File: src/hdl/rgcl_pkg.sv
// Package for the rectilinear grid cell locator: sizes, codes and the
// scan control bundle shared by the top level and the axis scanner.
// No dependencies.
package rgcl_pkg;

   localparam int MAX_COLS   = 64;
   localparam int MAX_ROWS   = 64;
   localparam int COORD_BITS = 32;

   localparam int NUM_CELLS  = MAX_COLS * MAX_ROWS;
   localparam int X_DEPTH    = MAX_COLS + 1;
   localparam int Y_DEPTH    = MAX_ROWS + 1;
   localparam int X_AW       = $clog2(X_DEPTH);
   localparam int Y_AW       = $clog2(Y_DEPTH);
   localparam int CELL_AW    = $clog2(NUM_CELLS);
   localparam int AXIS_MAX   = (MAX_COLS > MAX_ROWS) ? MAX_COLS : MAX_ROWS;
   // holds every count and search index 0..AXIS_MAX+1
   localparam int AX_W       = $clog2(AXIS_MAX + 2);

   localparam int CNT_W      = 7;
   localparam int TOL_W      = 16;
   localparam int OFS_W      = 32;
   localparam int COL_W      = 6;
   localparam int ROW_W      = 6;
   localparam int NUM_W      = 12;
   localparam int TIDX_W     = 12;

   localparam int CSR_IDX_W  = 2;
   localparam int CSR_DATA_W = 16;

   localparam logic [CSR_IDX_W-1:0] CSR_CELLS_X   = 2'd0;
   localparam logic [CSR_IDX_W-1:0] CSR_CELLS_Y   = 2'd1;
   localparam logic [CSR_IDX_W-1:0] CSR_TOLERANCE = 2'd2;

   localparam logic [1:0] FUNC_WR_X    = 2'd0;
   localparam logic [1:0] FUNC_WR_Y    = 2'd1;
   localparam logic [1:0] FUNC_WR_OFS  = 2'd2;
   localparam logic [1:0] FUNC_LOCATE  = 2'd3;

   typedef logic [COORD_BITS-1:0] coord_type;

   typedef struct packed {
      logic            start;
      logic            rd_vld;
      logic [AX_W-1:0] rd_idx;
   } scan_ctl_type;

endpackage

File: src/hdl/rgcl_axis.sv
// Boundary scanner for one axis: consumes boundary beats read from memory,
// records the first boundary not below the point and derives the cell index.
// Depends on rgcl_pkg.
module rgcl_axis import rgcl_pkg::*; (
   input  logic            clock,
   input  logic            reset,
   input  scan_ctl_type    ctl,
   input  coord_type       rd_data,
   input  coord_type       point,
   input  logic            dir_pos,
   input  logic [AX_W-1:0] count,
   input  logic [TOL_W-1:0] tolerance,
   output logic [AX_W-1:0] cell_idx,
   output coord_type       bnd_last
);

   logic            found_ff, found_in;
   logic            eq_ff, eq_in;
   logic [AX_W-1:0] k_ff, k_in;
   coord_type       bnd_last_ff, bnd_last_in;

   coord_type       diff;
   logic            near;
   logic            below;
   logic [AX_W-1:0] k_fin;
   logic [AX_W-1:0] k_m1;
   logic [AX_W-1:0] lim;

   always_comb begin
      diff  = (rd_data > point) ? (rd_data - point) : (point - rd_data);
      near  = diff < {{(COORD_BITS-TOL_W){1'b0}}, tolerance};
      below = (rd_data < point) && !near;

      found_in    = found_ff;
      eq_in       = eq_ff;
      k_in        = k_ff;
      bnd_last_in = bnd_last_ff;
      if (ctl.start) begin
         found_in = 1'b0;
      end else if (ctl.rd_vld) begin
         // first boundary that is not clearly below the point
         if ((ctl.rd_idx <= count) && !found_ff && !below) begin
            found_in = 1'b1;
            k_in     = ctl.rd_idx;
            eq_in    = near;
         end
         if (ctl.rd_idx == count) begin
            bnd_last_in = rd_data;
         end
      end
   end

   always_ff @(posedge clock) begin
      if (reset) begin
         found_ff <= 1'b0;
      end else begin
         found_ff <= found_in;
      end
      eq_ff       <= eq_in;
      k_ff        <= k_in;
      bnd_last_ff <= bnd_last_in;
   end

   // on a boundary, a positive direction moves to the upper cell
   always_comb begin
      if (!found_ff) begin
         k_fin = count + AX_W'(1);
      end else if (eq_ff && dir_pos) begin
         k_fin = k_ff + AX_W'(1);
      end else begin
         k_fin = k_ff;
      end
      k_m1 = (k_fin == '0) ? '0 : (k_fin - AX_W'(1));
      lim  = count - AX_W'(1);
      cell_idx = (k_m1 > lim) ? lim : k_m1;
   end

   assign bnd_last = bnd_last_ff;

endmodule

File: config.mk
export PLATFORM = sky130hd
export DESIGN_NAME = rgcl_axis
export DESIGN_NICKNAME = d
export VERILOG_FILES = /design/src/hdl/rgcl_pkg.sv /design/src/hdl/rgcl_axis.sv
export SDC_FILE = /design/constraint.sdc
export NUM_CORES = 1
export LEC_CHECK = 0
export BUFFER_PORTS_ARGS = -buffer_cell sky130_fd_sc_hd__clkbuf_2
export CORE_UTILIZATION = 61
export DETAILED_ROUTE_END_ITERATION = 12
export PLACE_DENSITY = 0.9
export SLEW_MARGIN = 10
export SYNTH_ARGS = -nofsm -noshare
export SYNTH_HDL_FRONTEND = slang
export SYNTH_SLANG_ARGS = --single-unit
File: constraint.sdc
create_clock -name clock -period 10.1 [get_ports clock]
set_input_delay 1.515 -clock clock [delete_from_list [all_inputs] [get_ports clock]]
set_output_delay 1.515 -clock clock [all_outputs]
set_load 0.02 [all_outputs]
# Word-level counts from Yosys, hierarchy flattened

Cells that the tools add are included.

Memories: 0
Bits in writable memories: 0
Bits in registers: 41
Bits in latches: 0
Memory bits (read-only): 0

Shift-type cells: 0
Mux-type cells: 5
Bitwise operators: 1
Multipliers: 0
Magnitude comparators: 5
Add/sub/neg operators: 6
Reductions and logical operators: 12
Equal/unequal tests: 1
Divide/modulo/power cells: 0

Operator list:

| kind                                             | count |
|---|---|
| subtractor 32 bit                                | 2 |
| > comparator 32 bit                              | 1 |
| < comparator 32 x 16 -> 1 bit                    | 1 |
| < comparator 32 bit                              | 1 |
| 2-to-1 mux 32 bit                                | 1 |
| 2-to-1 mux 7 bit                                 | 4 |
| adder 7 x 1 -> 7 bit, second input constant      | 2 |
| subtractor 7 x 1 -> 7 bit, second input constant | 2 |
| equality test 7 bit                              | 1 |
| > comparator 7 bit                               | 1 |
| <= comparator 7 bit                              | 1 |
| zero test 7 bit                                  | 1 |
| AND reduction 3 bit                              | 2 |
| logical AND 1 bit                                | 4 |
| zero test 1 bit                                  | 3 |
| AND reduction 2 bit                              | 1 |
| OR reduction 2 bit                               | 1 |
| inverter 1 bit                                   | 1 |

# Logic depth before layout (Yosys ltp)

Gate-level depths: netlist of run 1.

Depth after elaboration: 8
Gate-level depth with buffers: 28
Depth with buffers taken out: 24

# Worst setup path before layout of run 1

No wires, ideal clock.

Path kind: input-to-reg
From: input port rd_data[0]
To: register eq_ff, enable pin
Slack: 2.694 ns
Arrival: 7.019 ns
Library setup time: 0.386 ns
Data required time: 9.714 ns
Path buffers: 4
Stages on the path: 27
Cell sequence: inv_1 > ha_1 > inv_1 > fa_1 > a21oi_2 > o211ai_4 > a21oi_2 > o21ba_1 > o221a_1 > buf_6 > or2_1 > clkbuf_1 > clkbuf_1 > clkbuf_1 > a31oi_1 > xor2_1 > ha_1 > nand2_1 > o21ai_0 > a2111oi_0 > or4_1 > nand3_1 > a221oi_1 > a31oi_1 > nand4b_1 > or4_1 > a211oi_1

Cells in the longest elaborated chain, start to end: 8
Elaborated cells on any way between the ends: 11
Those cells by class: 2 x add/sub; 3 x order compare; 1 x mux; 5 x reduce/logical

RTL lines:

| element                                                         | line            | RTL |
|---|---|---|
| start: declaration                                              | rgcl_axis.sv:8  | `input coord_type rd_data,` |
| subtractor 32 bit / > comparator 32 bit (equally long branches) | rgcl_axis.sv:30 | `diff = (rd_data > point) ? (rd_data - point) : (point - rd_data);` |
| 2-to-1 mux 32 bit                                               | rgcl_axis.sv:30 |  |
| < comparator 32 x 16 -> 1 bit                                   | rgcl_axis.sv:31 | `near = diff < {{(COORD_BITS-TOL_W){1'b0}}, tolerance};` |
| zero test 1 bit                                                 | rgcl_axis.sv:32 | `below = (rd_data < point) && !near;` |
| logical AND 1 bit *                                             | rgcl_axis.sv:32 |  |
| zero test 1 bit *                                               | rgcl_axis.sv:42 | `if ((ctl.rd_idx <= count) && !found_ff && !below) begin` |
| logical AND 1 bit *                                             | rgcl_axis.sv:42 |  |
| AND reduction 3 bit (no source line) *                          | n/a             |  |
| end signal: assignment                                          | rgcl_axis.sv:59 | `eq_ff <= eq_in;` |
| end: declaration                                                | rgcl_axis.sv:18 | `logic eq_ff, eq_in;` |

Every way passes the cells marked *; elsewhere a longest branch is shown, timed or not.
A chain may end at the register's enable or synchronous reset.

# Final worst setup path of run 1

From: input port rd_data[0]
To: register k_ff[2], enable pin

Cells in the longest elaborated chain, start to end: 8
Elaborated cells on any way between the ends: 11
Those cells by class: 2 x add/sub; 3 x order compare; 1 x mux; 5 x reduce/logical

RTL lines:

| element                                                         | line            | RTL |
|---|---|---|
| subtractor 32 bit / > comparator 32 bit (equally long branches) | rgcl_axis.sv:30 |  |
| 2-to-1 mux 32 bit                                               | rgcl_axis.sv:30 |  |
| < comparator 32 x 16 -> 1 bit                                   | rgcl_axis.sv:31 |  |
| zero test 1 bit                                                 | rgcl_axis.sv:32 |  |
| logical AND 1 bit *                                             | rgcl_axis.sv:32 |  |
| zero test 1 bit *                                               | rgcl_axis.sv:42 |  |
| logical AND 1 bit *                                             | rgcl_axis.sv:42 |  |
| AND reduction 3 bit (no source line) *                          | n/a             |  |
| end signal: assignment                                          | rgcl_axis.sv:60 | `k_ff <= k_in;` |
| end: declaration                                                | rgcl_axis.sv:19 | `logic [AX_W-1:0] k_ff, k_in;` |

Marked as above.

==> flow_summary_export.csv, run 1 <==
group,metric,value,unit
sta,period_needed,7.51,ns
clock_tree,clockRootBuffer,"clkbuf_8",
drt,vias,6353,
finish,final_net_count,1113,
sta,worst_pin_slew,1.12,ns
logic_synthesis,synth_seq_cells,41,
grt,grt.met2_usage,51.0,%
pwr,p_sw,291,uW
finish,diodes,0,
drt,viasPerCell,6.06,
drt,wirelength,16.4,mm
worst_setup_path,critPathKind,"in -> reg",
pwr,p_per_area,103,nW/um2
placed_design,place.gp.congestion,1.01,
logic_synthesis,synth_fa_ha_area_share,19.8,%
clock_tree,cts_tree,"built",
sta,fin_ws,2.59,ns
logic_synthesis,syn_inst,804,
pwr,power.leakage,0.00345,uW
grt,overflow,0,
die,placementRows,36,
sta,hold_viol_final,0,
drt,dr.first_iter.drc_count,443,
die,die_area,10800,um2
finish,nFillCells,805,
logic_synthesis,ys.flop_type,"edfxtp_1",
logic_synthesis,ys_warn_count,0,
logic_synthesis,synthSimpleGateAreaFrac,19.4,%
logic_synthesis,synthMuxAreaShare,1.94,%
logic_synthesis,ys_types,74,
sta,max_freq,0.133,GHz
clock_tree,cts_buffer_depth,2,
logic_synthesis,synth_compound_area_share,24.3,%
sta,fin_tns_setup,0,ns
grt,grt-busiest-layer,"met2",
logic_synthesis,syn_area_per_cell,7.86,um2
clock_tree,cts_resized,0,
clock_tree,cts.hold.buffers_added,0,
clock_tree,postCtsSetupBuffers,0,
sta,slew_viol_final,0,
sta,post-route-period-util,74.4,%
grt,use_met3,4.41,%
logic_synthesis,synth_edf_count,40,
worst_setup_path,startpoint_type,"input pin",
flow_run,maxCapViolations,0,
sta,relSlewSlack,25.2,%
sta,setup_viol,0,
worst_setup_path,cp_data_required_time,10.01,ns
status,status,"finished, final reports clean",
placed_design,port_buffers,137,
logic_synthesis,yosysTopAreaCell,"ha_1",
logic_synthesis,yosysTopAreaCellShare,19.2,%
drt,wl_per_cell,15.6,um
pwr,swShare,39.9,%
logic_synthesis,synth-xor-area-share,5.82,%
logic_synthesis,synth_top_family_by_area,"compound AO/OA/AOI/OAI gates",
sta,rsz0062_at_grt,"false",
grt,grt_pass1_wl,26.6,mm
grt,grt_use_total,30.0,%
clock_tree,clock_latency,0.29,ns
logic_synthesis,yosys-top-cells-count,"100 x inv_1, 97 x ha_1, 92 x a21oi_1",
pwr,p_clk_share,22.1,%
clock_tree,cts_made_buffers,5,
placed_design,placed_cells,1041,
worst_setup_path,critPathCaptureType,"register",
logic_synthesis,synthTopCellsByArea,"ha_1 19%, edfxtp_1 19%, a21oi_1 7.3%, inv_1 5.9%, o21ai_0 3.9%",
die,ios,138,
die,die_h,104,um
min_path,hold_class,"reg -> reg",
logic_synthesis,async_flop_share,0,%
pwr,ir_worst_vdd,0.0000690,V
grt,grt_pass1_vias,5918,
logic_synthesis,syn_nets,1002,
die,core-area,9910,um2
pwr,p_int,439,uW
clock_tree,clkTransAtPathRegs,0.07,ns
logic_synthesis,yosysMostFrequentCell,"inv_1",
finish,layout-drive-gt1-share,19.0,%
finish,synthToLayoutAreaGrowth,12.7,%
placed_design,dp_hpwl,13.6,mm
die,start_util,63.8,%
grt,grt_max_degree,20,
pwr,p_seq_share,25.9,%
die,die_x,104,um
pwr,total_power,731,uW
logic_synthesis,synth_area,6320,um2
pwr,p_comb_share,52.1,%
grt,met1_usage,38.6,%
clock_tree,cts.sinks,41,
drt,drc,0,
worst_setup_path,worstPathArrival,7.42,ns
logic_synthesis,yosysSeqAreaShare,19.3,%
worst_setup_path,cp_max_fo,10,
grt,antenna_found_initial,0,
clock_tree,cts_htree_levels,2,
placed_design,place_ws,2.39,ns
drt,postRouteAntennaNets,0,
drt,dr.pass1.iters,5,
sta,skew,0.000633,ns
finish,fin_cells,1049,
[flip-flops by register name, summed over array words and instances (netlist names)]
signal	cells
found_ff	1
eq_ff	1
k_ff	7
bnd_last	32
[metrics by stage]
step                      utilization [%]  cell area (um2)  hold WS (ns)
after floorplan                         -             6320         0.696
after global placement               70.5             6990         0.655
after detailed placement             70.5             6990         0.677
after CTS                            71.9             7120         0.690
after global routing                 71.9             7120         0.743
final                                71.9             7120         0.695
[final timing paths]
check	startpoint	cells past startpoint	to	slack (ns)
hold / removal	found_ff	2	found_ff	0.70
setup / recovery	rd_data[0]	25	k_ff[2]	2.59
setup reg to reg	found_ff	1	k_ff[2]	8.29
hold reg to reg	found_ff	2	found_ff	0.70
[worst max-delay path, stage by stage]
cell,delay [ns]
clkbuf_2,0.10
inv_1,0.05
ha_1,0.16
inv_1,0.05
fa_1,0.41
a21oi_2,0.20
o211ai_4,0.13
a21oi_2,0.18
o21ba_1,0.20
o221a_1,0.45
nor2_1,0.15
mux2i_1,0.20
xnor2_1,0.15
ha_1,0.27
a21o_1,0.16
a31oi_1,0.12
o21ai_0,0.11
a2111oi_0,0.40
or4_1,0.24
nand3_1,0.10
a221oi_1,0.22
a31oi_1,0.12
nand4b_1,0.22
or4_1,0.55
a211oi_1,0.94
[cell type report]
| class | instances | area [um2] | area share (%) |
|---|---|---|---|
| multi-input combinational | 626 | 4510 | 63.3 |
| sequential | 41 | 1220 | 17.1 |
| timing repair buffer | 141 | 716 | 10.0 |
| inverter | 100 | 375 | 5.27 |
| tap | 133 | 166 | 2.34 |
| clock buffer | 5 | 68.8 | 0.966 |
| clock inverter | 3 | 65.1 | 0.914 |
[cells by family after synthesis]
kind of cell               after synthesis
AOI/OAI and AO/OA                      241
buffers and inverters                  137
adders and majority gates               99
muxes                                   12
xor gates and xnor gates                42
and+or+nand+nor                        232
DFF                                     41
[power groups by stage]
stage          Clock, uW  Combinational (uW)  Sequential (uW)
4_1_cts              166                 373              189
3_3_place_gp           0                 364              193
2_1_floorplan          0                 281              193
5_1_grt              174                 419              189
3_5_place_dp           0                 370              193
6_report             161                 380              189
[metal layers]
metal / wire length [um] / share of wire (%)
met5: 0 / 0
met4: 547 / 3.3
met3: 1270 / 7.7
met2: 7610 / 46
met1: 6960 / 42
[layout by cell type (no fill, tap or decap), types with 6 or more instances in the layout]
cell type and instances:
nand3_1 25, o21ai_0 49, a21oi_1 92, nor3_1 12, xor2_1 15, a31oi_1 8, nand2b_1 8, edfxtp_1 40
inv_1 100, mux2i_1 10, nand2_1 65, nor4_1 9, and2_1 6, xnor2_1 27, nor2b_1 6, a21o_1 19
nor2_1 50, nand4_1 15, o21a_1 20, ha_1 97, clkbuf_2 137
Note: power is estimated with default switching activity, not from simulation.
==> inputs of run 2 (changes only) <==
Settings changed: CORE_UTILIZATION 61 to 57, PLACE_DENSITY 0.9 to 0.85.
Clock period 10.1 ns to 7.25 ns, I/O delays scaled along.
==> run 2 against run 1 <==
Register-to-register slack lost 2.2 ns. Clock-buffer cell count stayed put. First-iteration DRC count up 15%. Via count shrank 1.7%. Wire length increased by 2.7%. Non-clock buffer count is 5 higher. Critical path depth is 1 lower. Clock power rose by 43%. Sequential cell count stayed put. Sequential share of layout area is 0.11 points lower. Core utilization shrank 5.7 points. Setup slack lost 1.6 ns. Critical endpoint unchanged. Highest routed layer unchanged.
==> flow_summary_export.csv, run 2 (synthesis gave the netlist of run 1 again) <==
group,metric,value,unit
worst_setup_path,startpoint_type,"input pin",
sta,relSlewSlack,50.1,%
finish,final_net_count,1118,
finish,final_cell_mix,"137 x clkbuf_2, 100 x inv_1, 97 x ha_1, 92 x a21oi_1, 65 x nand2_1",
drt,postRouteAntennaNets,0,
finish,diodes,0,
grt,grt_use_total,29.0,%
clock_tree,cts.hold.buffers_added,0,
worst_setup_path,slowest_delay,0.54,ns
worst_setup_path,cp_data_required_time,7.27,ns
grt,overflow,0,
worst_setup_path,r2r-start,"found_ff",
min_path,hold_class,"reg -> reg",
status,status,"finished, final reports clean",
clock_tree,cts_htree_levels,2,
clock_tree,clockRootBuffer,"clkbuf_8",
worst_setup_path,r2r_slack,6.04,ns
placed_design,dp_hpwl,14.0,mm
sta,post-route-period-util,86.4,%
worst_setup_path,rr_endpoint,"k_ff[0]",
sta,max_freq,0.160,GHz
worst_setup_path,cp_max_fo,19,
die,die_h,107,um
flow_run,maxCapViolations,0,
drt,dr.pass1.iters,6,
clock_tree,clock_latency,0.30,ns
clock_tree,cts_buffer_depth,2,
grt,antenna_found_initial,0,
worst_setup_path,critPathCaptureType,"register",
worst_setup_path,worstPathArrival,6.28,ns
drt,wirelength,16.8,mm
die,die_x,107,um
die,core-area,10800,um2
worst_setup_path,path_cells,"clkbuf_2 -> inv_1 -> ha_1 -> nand4_4 -> nor3_4 -> and2_2 -> nand2_1 -> nor3_4 -> or2_1 -> buf_4 -> a211oi_1 -> a21oi_1 -> xor2_1 -> ha_1 -> a21oi_1 -> o21ai_0 -> nand2b_1 -> nand3_1 -> a221oi_1 -> a31oi_1 -> nand4b_1 -> or4_1 -> a211oi_1 -> buf_4",
sta,rsz0062_at_grt,"false",
sta,hold_viol_final,0,
drt,dr.first_iter.drc_count,511,
clock_tree,cts_made_buffers,5,
finish,layout-drive-gt1-share,19.4,%
clock_tree,cts_resized,0,
drt,wl_per_cell,15.9,um
grt,grt_max_degree,20,
min_path,min_to,"found_ff",
die,die_area,11500,um2
pwr,ir_worst_vdd,0.0000891,V
placed_design,port_buffers,137,
sta,slew_viol_final,0,
clock_tree,postCtsSetupBuffers,0,
finish,largest_reg_flops,32,
die,start_util,58.3,%
finish,nFillCells,986,
pwr,total_power,1030,uW
sta,period_needed,6.27,ns
clock_tree,cts_tree,"built",
min_path,hold_depth,2,
worst_setup_path,critPathKind,"in -> reg",
die,placementRows,38,
placed_design,place.gp.congestion,0.992,
finish,mostFrequentLayoutCell,"clkbuf_2",
clock_tree,clkTransAtPathRegs,0.09,ns
sta,skew,0.00581,ns
sta,fin_tns_setup,0,ns
sta,worst_pin_slew,0.743,ns
drt,viasPerCell,5.88,
pwr,p_per_area,144,nW/um2
drt,drc,0,
sta,setup_viol,0,
drt,vias,6243,
finish,synthToLayoutAreaGrowth,13.5,%
worst_setup_path,slowest_stage,"ha_1",
die,ios,138,
clock_tree,cts.sinks,41,
pwr,power.leakage,0.00348,uW
min_path,worstHoldStart,"found_ff",
grt,grt_pass1_wl,26.6,mm
grt,grt_pass1_vias,5691,
worst_setup_path,rr_worst_depth,2,
## run 2: cell types whose count changed in the layout (fill, tap and decap cells not counted), sizes merged
cell and change:
buf +5
## run 2: power breakdown
| group | internal [uW] | leakage, uW | switching, uW |
|---|---|---|---|
| Combinational | 217 | 0.00304 | 321 |
| Sequential | 262 | 0.000370 | 1.70 |
| Clock | 137 | 0.0000681 | 93.4 |
## run 2: worst max-delay path by stage
stage / to / cells past startpoint / slack, ns / from
4_1_cts: k_ff[0] / 24 / 1.00 / rd_data[21]
2_1_floorplan: eq_ff / 27 / 0.27 / rd_data[0]
6_report: k_ff[2] / 24 / 0.98 / rd_data[21]
5_1_grt: eq_ff / 24 / 0.58 / rd_data[17]
3_3_place_gp: k_ff[3] / 24 / 0.75 / rd_data[11]
3_5_place_dp: k_ff[1] / 24 / 0.73 / rd_data[21]
## run 2: layout make-up
cell class | count | area (um2) | share of cell area [%]
clock buffers | 5 | 68.8 | 0.960
clock inverters | 3 | 65.1 | 0.908
inverters | 100 | 375 | 5.24
multi-input cells | 626 | 4510 | 62.9
flip-flops and latches | 41 | 1220 | 17.0
well taps | 140 | 175 | 2.44
repair buffers | 146 | 753 | 10.5
## run 2: metrics by stage
stage	hold slack, ns	std cells	instance area [um2]	util, %	setup WS, ns
finish	0.682	1061	7170	66.1	0.983
global route	0.743	1061	7170	66.1	0.581
CTS	0.674	1061	7170	66.1	1.00
detailed placement	0.661	1053	7030	64.9	0.726
global placement	0.654	1053	7030	64.9	0.752
floorplan	0.696	804	6320	-	0.272
## run 2: metal layers
metal  vias up  share of wire [%]  GRT usage [%]
met4         0                2.3           8.41
met2       275                 47           48.4
met3        34                7.1           3.81
met1      2833                 44           38.9
met5         -                  0              0
li1       3101                  -              -
## run 2: critical path: cells and delay by family
family / cells / cell delay (ns)
buffers and inverters: 4 / 0.65
XOR/XNOR: 1 / 0.19
adder cells (fa/ha/maj): 2 / 0.81
AO/OA/AOI/OAI: 7 / 1.24
AND/OR/NAND/NOR: 10 / 2.30
